--- src/slpq_pkg.sv ---
// slpq_pkg: shared types and codes for the sorted table
// operation codes, widths and the command struct that the top level broadcasts to each cell
// no dependencies
`default_nettype none

package slpq_pkg;

	localparam int unsigned VALUE_W     = 32;
	localparam int unsigned COUNT_OUT_W = 6;

	typedef enum logic [1:0] {
		OP_INSERT = 2'd0,
		OP_DELETE = 2'd1,
		OP_FIND   = 2'd2
	} op_t;

	// broadcast to every cell in the update cycle
	typedef struct packed {
		logic                      ins_en;
		logic                      del_en;
		logic signed [VALUE_W-1:0] value;
	} slpq_cmd_t;

endpackage

`default_nettype wire

--- src/slpq_cell.sv ---
// slpq_cell: one slot of the sorted table
// holds one entry, compares it with the broadcast value and shifts to or from its neighbours
// depends on slpq_pkg
`default_nettype none

module slpq_cell (
	input  wire logic                               clk,
	input  wire slpq_pkg::slpq_cmd_t                cmd,
	input  wire logic                               occ,
	input  wire logic                               left_ge,
	input  wire logic signed [slpq_pkg::VALUE_W-1:0] left_value,
	input  wire logic signed [slpq_pkg::VALUE_W-1:0] right_value,
	output logic                                    ge,
	output logic                                    eq,
	output logic signed [slpq_pkg::VALUE_W-1:0]     value_q
);

	// an empty slot counts as not smaller, so the insert point is the first set ge
	assign ge = !occ || (cmd.value <= value_q);
	assign eq = occ && (cmd.value == value_q);

	always_ff @(posedge clk) begin
		if (cmd.ins_en && ge) begin
			value_q <= left_ge ? left_value : cmd.value;
		end else if (cmd.del_en && ge) begin
			value_q <= right_value;
		end
	end

endmodule

`default_nettype wire

--- src/sorted_list_insert_delete_find.sv ---
// sorted_list_insert_delete_find: bounded sorted table with insert, delete and find
// an accepted item is captured with busy_q, updates the table while busy is high and then
// raises the done strobe from done_q; start is ignored during the single update cycle
// in which busy is high and the whole row of cells compares against the value and shifts in parallel
// reset: arst_n clears the count and control; entries hold no reset value
// the result is shown for one cycle only, the receiver cannot stall it
// depends on slpq_pkg and slpq_cell
`default_nettype none

module sorted_list_insert_delete_find #(
	parameter int unsigned CAPACITY = 32
) (
	input  wire logic                                   clk,
	input  wire logic                                   arst_n,
	input  wire logic                                   start,
	output logic                                        busy,
	input  wire logic [1:0]                             req_type,
	input  wire logic signed [slpq_pkg::VALUE_W-1:0]    value,
	output logic                                        done,
	output logic                                        hit,
	output logic                                        overflow,
	output logic [slpq_pkg::COUNT_OUT_W-1:0]            entry_count,
	output logic                                        is_empty,
	output logic                                        is_full
);

	localparam int unsigned CW = $clog2(CAPACITY + 1);

	// item held for the update cycle
	logic [1:0]                          op_s1;
	logic signed [slpq_pkg::VALUE_W-1:0] value_s1;

	logic          busy_q;
	logic [CW-1:0] count_q;
	logic [CW-1:0] count_nxt;

	logic          done_q;
	logic          hit_q;
	logic          overflow_q;
	logic          empty_q;
	logic          full_q;

	logic [CAPACITY-1:0] ge_vec;
	logic [CAPACITY-1:0] eq_vec;
	logic signed [slpq_pkg::VALUE_W-1:0] cell_val [CAPACITY];

	slpq_pkg::slpq_cmd_t cmd;

	logic accept;
	logic any_eq;
	logic full_now;
	logic hit_nxt;
	logic ovf_nxt;

	assign accept   = start && !busy_q;
	assign any_eq   = |eq_vec;
	assign full_now = (count_q == CW'(CAPACITY));

	// capture the item
	always_ff @(posedge clk) begin
		if (accept) begin
			op_s1    <= req_type;
			value_s1 <= value;
		end
	end

	// decode the operation for the update cycle
	always_comb begin
		cmd.ins_en = 1'b0;
		cmd.del_en = 1'b0;
		cmd.value  = value_s1;
		hit_nxt    = 1'b0;
		ovf_nxt    = 1'b0;
		count_nxt  = count_q;
		unique case (op_s1)
			slpq_pkg::OP_INSERT: begin
				if (full_now) begin
					ovf_nxt = 1'b1;
				end else begin
					cmd.ins_en = busy_q;
					hit_nxt    = 1'b1;
					count_nxt  = count_q + CW'(1);
				end
			end
			slpq_pkg::OP_DELETE: begin
				// sorted order: any match means the first not-smaller entry matches
				if (any_eq) begin
					cmd.del_en = busy_q;
					hit_nxt    = 1'b1;
					count_nxt  = count_q - CW'(1);
				end
			end
			slpq_pkg::OP_FIND: begin
				hit_nxt = any_eq;
			end
			default: begin
				// undefined code, table untouched
			end
		endcase
	end

	// row of cells, each talks to its neighbours only
	genvar gi;
	generate
		for (gi = 0; gi < CAPACITY; gi++) begin : g_cell
			logic                                occ;
			logic                                lge;
			logic signed [slpq_pkg::VALUE_W-1:0] lval;
			logic signed [slpq_pkg::VALUE_W-1:0] rval;

			assign occ = (count_q > CW'(gi));

			if (gi == 0) begin : g_first
				assign lge  = 1'b0;
				assign lval = value_s1;
			end else begin : g_mid
				assign lge  = ge_vec[gi-1];
				assign lval = cell_val[gi-1];
			end

			if (gi == CAPACITY - 1) begin : g_last
				assign rval = value_s1;
			end else begin : g_inner
				assign rval = cell_val[gi+1];
			end

			slpq_cell u_cell (
				.clk         (clk),
				.cmd         (cmd),
				.occ         (occ),
				.left_ge     (lge),
				.left_value  (lval),
				.right_value (rval),
				.ge          (ge_vec[gi]),
				.eq          (eq_vec[gi]),
				.value_q     (cell_val[gi])
			);
		end
	endgenerate

	// control, count and result registers
	always_ff @(posedge clk or negedge arst_n) begin
		if (!arst_n) begin
			busy_q     <= 1'b0;
			done_q     <= 1'b0;
			count_q    <= '0;
			hit_q      <= 1'b0;
			overflow_q <= 1'b0;
			empty_q    <= 1'b1;
			full_q     <= 1'b0;
		end else begin
			busy_q <= accept;
			done_q <= busy_q;
			if (busy_q) begin
				count_q    <= count_nxt;
				hit_q      <= hit_nxt;
				overflow_q <= ovf_nxt;
				empty_q    <= (count_nxt == '0);
				full_q     <= (count_nxt == CW'(CAPACITY));
			end
		end
	end

	assign busy     = busy_q;
	assign done     = done_q;
	assign hit      = hit_q;
	assign overflow = overflow_q;
	assign is_empty = empty_q;
	assign is_full  = full_q;

	// the count field carries only the low bits when the table is deep
	generate
		if (CW >= slpq_pkg::COUNT_OUT_W) begin : g_cnt_trunc
			assign entry_count = count_q[slpq_pkg::COUNT_OUT_W-1:0];
		end else begin : g_cnt_ext
			assign entry_count = {{(slpq_pkg::COUNT_OUT_W-CW){1'b0}}, count_q};
		end
	endgenerate

	// checks
	a_count_bound: assert property (@(posedge clk) disable iff (!arst_n)
		count_q <= CW'(CAPACITY))
		else $error("entry count beyond capacity");

	a_done_follows: assert property (@(posedge clk) disable iff (!arst_n)
		busy_q |=> done_q && !busy_q)
		else $error("result strobe did not follow the update cycle");

	a_ovf_excl: assert property (@(posedge clk) disable iff (!arst_n)
		done_q && overflow_q |-> !hit_q && full_q)
		else $error("refused insert reported as hit or not full");

	a_miss_keeps: assert property (@(posedge clk) disable iff (!arst_n)
		done_q && !hit_q |-> count_q == $past(count_q))
		else $error("count changed on a miss");

	a_flags: assert property (@(posedge clk) disable iff (!arst_n)
		done_q |-> (empty_q == (count_q == '0)) && (full_q == (count_q == CW'(CAPACITY))))
		else $error("empty or full flag out of step with count");

endmodule

`default_nettype wire

--- config.mk ---
export PLATFORM = sky130hd
export DESIGN_NAME = sorted_list_insert_delete_find
export DESIGN_NICKNAME = d
export VERILOG_FILES = /design/src/slpq_pkg.sv /design/src/slpq_cell.sv /design/src/sorted_list_insert_delete_find.sv
export SDC_FILE = /design/constraint.sdc
export NUM_CORES = 2
export LEC_CHECK = 0
export BUFFER_PORTS_ARGS = -buffer_cell sky130_fd_sc_hd__buf_4
export CAP_MARGIN = 10
export CORE_UTILIZATION = 45
export DETAILED_ROUTE_END_ITERATION = 8
export PLACE_DENSITY = 0.57
export REMOVE_ABC_BUFFERS = 1
export SYNTH_ARGS = -nofsm -noshare
export SYNTH_HDL_FRONTEND = slang
export SYNTH_SLANG_ARGS = --single-unit
--- constraint.sdc ---
create_clock -name clk -period 6.8 [get_ports clk]
set_clock_uncertainty 0.1 [all_clocks]
set_input_delay 1.36 -clock clk [delete_from_list [all_inputs] [get_ports clk]]
set_output_delay 1.36 -clock clk [all_outputs]
set_load 0.1 [all_outputs]
==> results.toml <==
[grt]
grt_pass1_vias = 62900
grt_antenna_before_repair = 3
track_usage_pct = 28.8
grt_remaining_overflow = 0
grt_max_degree = 65
grt_pass1_wl_um = 398000

[placed_design]
portBuffers = 48
gp_congestion = 0.908
place_ws_ps = 894
hpwl_um = 200000
placed_area_um2 = 84600

[pwr]
ir_drop_mv = 0.236
leakage_nw = 41.1
p_per_area_nw_per_um2 = 228

[routing]
wire_per_inst_um = 24.6
drtPass1Iterations = 6
drt_iter0_markers = 5683
ant_nets = 0
drc = 0
wl_um = 265000
via_count = 63700
viasPerCell = 5.91

[worst_setup_path]
critPathCaptureType = "flip-flop"
arrival_ps = 6400
path_max_fanout = 28
cp.required_ps = 7120
crit_type = "flip-flop to flip-flop"
critPathLaunchType = "flip-flop"

[floorplan]
fp.dieH_um = 426
io_pins = 49
rows = 155
die_width_um = 426
core-area_um2 = 178000
initial_core_util_pct = 45.3
fp.dieArea_um2 = 181000

[synthesis]
synth-compound-area-share_pct = 13.7
synth.area.top_cells = "edfxtp_1 (39%), ha_1 (16%), mux2i_1 (12%)"
synthAdderAreaFrac_pct = 16.0
synth_top_family_by_area = "adder cells"
synth_cells = 8354
synth-main-ff-cell = "edfxtp_1"
synth_area_leader_cell = "edfxtp_1"
muxShareOfSynthArea_pct = 13.1
syn_area_per_cell_um2 = 9.67
synth_top_area_share_pct = 39.3
yosysUniqueCellTypes = 88
seq_area_frac_synth_pct = 39.7
synth_edf_count = 1058
syn_area_um2 = 80800
async_flop_share_pct = 1.12
yosys.area_share.simple_pct = 10.4
ys_seq_elements = 1070
yosys_warnings = 0
synth_xor_area_share_pct = 0.0217

[cts]
tritoncts = "yes"
cts-resized-gates = 0
cts_hold_buffers = 0
cts_buffer_depth = 3
cts_setup_buffers = 0
cts.clk_slew.worst_paths_ps = 60
cts_sinks = 1070
clock_latency_ps = 790
numCtsBuffers = 135
cts-root-buf = "clkbuf_16"
htreeDepth = 4

[finish]
nNetsFinal = 9387
drive_gt1_share_pct = 7.20
syn_to_final_growth_pct = 9.83
diodes = 0
fin_area_um2 = 88700
fillCellCount = 16600

[sta]
tightest_slew_ps = 1190
min_period_over_period_pct = 89.5
drv_slew = 0
period_minus_slack_ps = 6080
fin_setup_tns_ps = 0
worst_slack_ps = 715
slew_headroom_pct = 20.4
finalHoldViolations = 0
clock.fmax_mhz = 164
grt_setup_unrepaired = "false"
setup_viol = 0

[job]
cap_violations = 0

[run_status]
status = "completed"

[worst_hold_path]
min_path_type = "input pin to async pin"
power by group:
part	switching, W	internal, W
Combinational	0.00343	0.00200
Sequential	0.000300	0.00758
Clock	0.00300	0.00396
Total	0.00673	0.0135
synthesized netlist by cell type (45+ instances only):
library cell     n
buf_2          118
a21o_1         272
nor2_1         909
nor2b_1         88
clkbuf_1       254
nand4_1        266
a21oi_1       1052
nand2_1        333
nor4_1          45
edfxtp_1      1058
nor3_1          48
o21a_1          78
o21ai_0        306
inv_1         1022
mux2i_1        958
ha_1          1031
kinds of logic after synthesis:
family	after synthesis
AOI/OAI and AO/OA	1914
adders and majority gates	1031
and+or+nand+nor	1845
muxes	1037
buffers and inverters	1455
xor gates and xnor gates	2
DFF	1070
final cells by class:
class	count	area [µm²]	share of cell area, %
clock buffers	180	3650	4.12
well taps	2355	2950	3.32
clock inverters	58	455	0.513
repair buffers	260	2410	2.72
inverters	1023	3840	4.33
flip-flops and latches	1070	32100	36.1
multi-input cells	5829	43400	48.9
stage by stage:
stage,std cells,hold WS (ps),power [W],utilization (%)
after floorplan,7922,422,0.0118,-
after global placement,10500,437,0.0133,47.4
after detailed placement,10500,450,0.0134,47.4
after CTS,10800,274,0.0203,49.7
after global routing,10800,305,0.0211,49.7
final,10800,331,0.0203,49.7
critical path, stage by stage (launching register included):
cell,delay (ps)
edfxtp_1,970
buf_4,400
buf_4,320
ha_1,220
nand4_1,120
nor4_1,590
nand3_1,410
o221ai_1,420
a2111oi_1,140
a41oi_2,340
or2_2,200
nand2_2,340
buf_4,390
nor2_2,240
buf_4,440
state kept, by name, indices dropped and copies added, names as in the netlist:
| name | count |
|---|---|
| g_cell.lval | 32 |
| g_cell.u_cell.value_q | 1024 |
| overflow | 1 |
| busy | 1 |
| done | 1 |
| is_full | 1 |
| entry_count | 6 |
| is_empty | 1 |
| hit | 1 |
| op_s1 | 2 |
routing by layer:
| layer | part of all wire, % | up-vias | global-route usage [%] |
|---|---|---|---|
| li1 | - | 30000 | - |
| met1 | 45 | 31100 | 40.2 |
| met2 | 45 | 2187 | 45.3 |
| met3 | 6.1 | 443 | 3.81 |
| met4 | 3.7 | 2 | 10.5 |
| met5 | 0.0049 | - | 0 |
placed cells by master (no fill, tap or decap), types with 10 or more instances in the layout:
cell type / netlist / layout
buf_12: 3 / 37
nor4_1: 45 / 44
edfxtp_1: 1058 / 1058
nand4_1: 266 / 266
nor2_2: 4 / 13
inv_1: 1022 / 1022
a211o_1: 23 / 23
nor2b_2: 0 / 10
mux2_4: 30 / 30
and3_1: 16 / 16
a21o_1: 272 / 272
clkbuf_1: 254 / 40
nor2_1: 909 / 892
and2_1: 24 / 14
nand2b_1: 31 / 28
nor3_1: 48 / 47
mux2_2: 42 / 42
nor2b_1: 88 / 77
clkinv_2: 0 / 19
nand2_1: 333 / 329
o21ai_0: 306 / 306
o211ai_1: 34 / 34
o21a_1: 78 / 78
clkinv_1: 1 / 23
a31oi_1: 28 / 23
a211oi_1: 19 / 19
ha_1: 1031 / 1031
and2_2: 0 / 10
o21ai_1: 19 / 18
buf_4: 8 / 223
mux2i_1: 958 / 954
nand3_1: 41 / 35
a21oi_1: 1052 / 1052
clkbuf_16: 0 / 140
path summary, 6_finish.rpt:
kind | startpoint | end | slack, ps | cells after the start
max in group asynchronous | arst_n | is_empty | 6040 | 1
worst min register to register | is_empty | is_empty | 450 | 2
min in group clk | is_empty | is_empty | 450 | 2
worst max register to register | g_cell[0].lval[31] | g_cell[13].u_cell.value_q[8] | 720 | 14
worst max-delay path | g_cell[0].lval[31] | g_cell[13].u_cell.value_q[8] | 720 | 14
worst min-delay path | arst_n | entry_count[3] | 330 | 1
No activity file was read; power rests on OpenSTA's default activity.
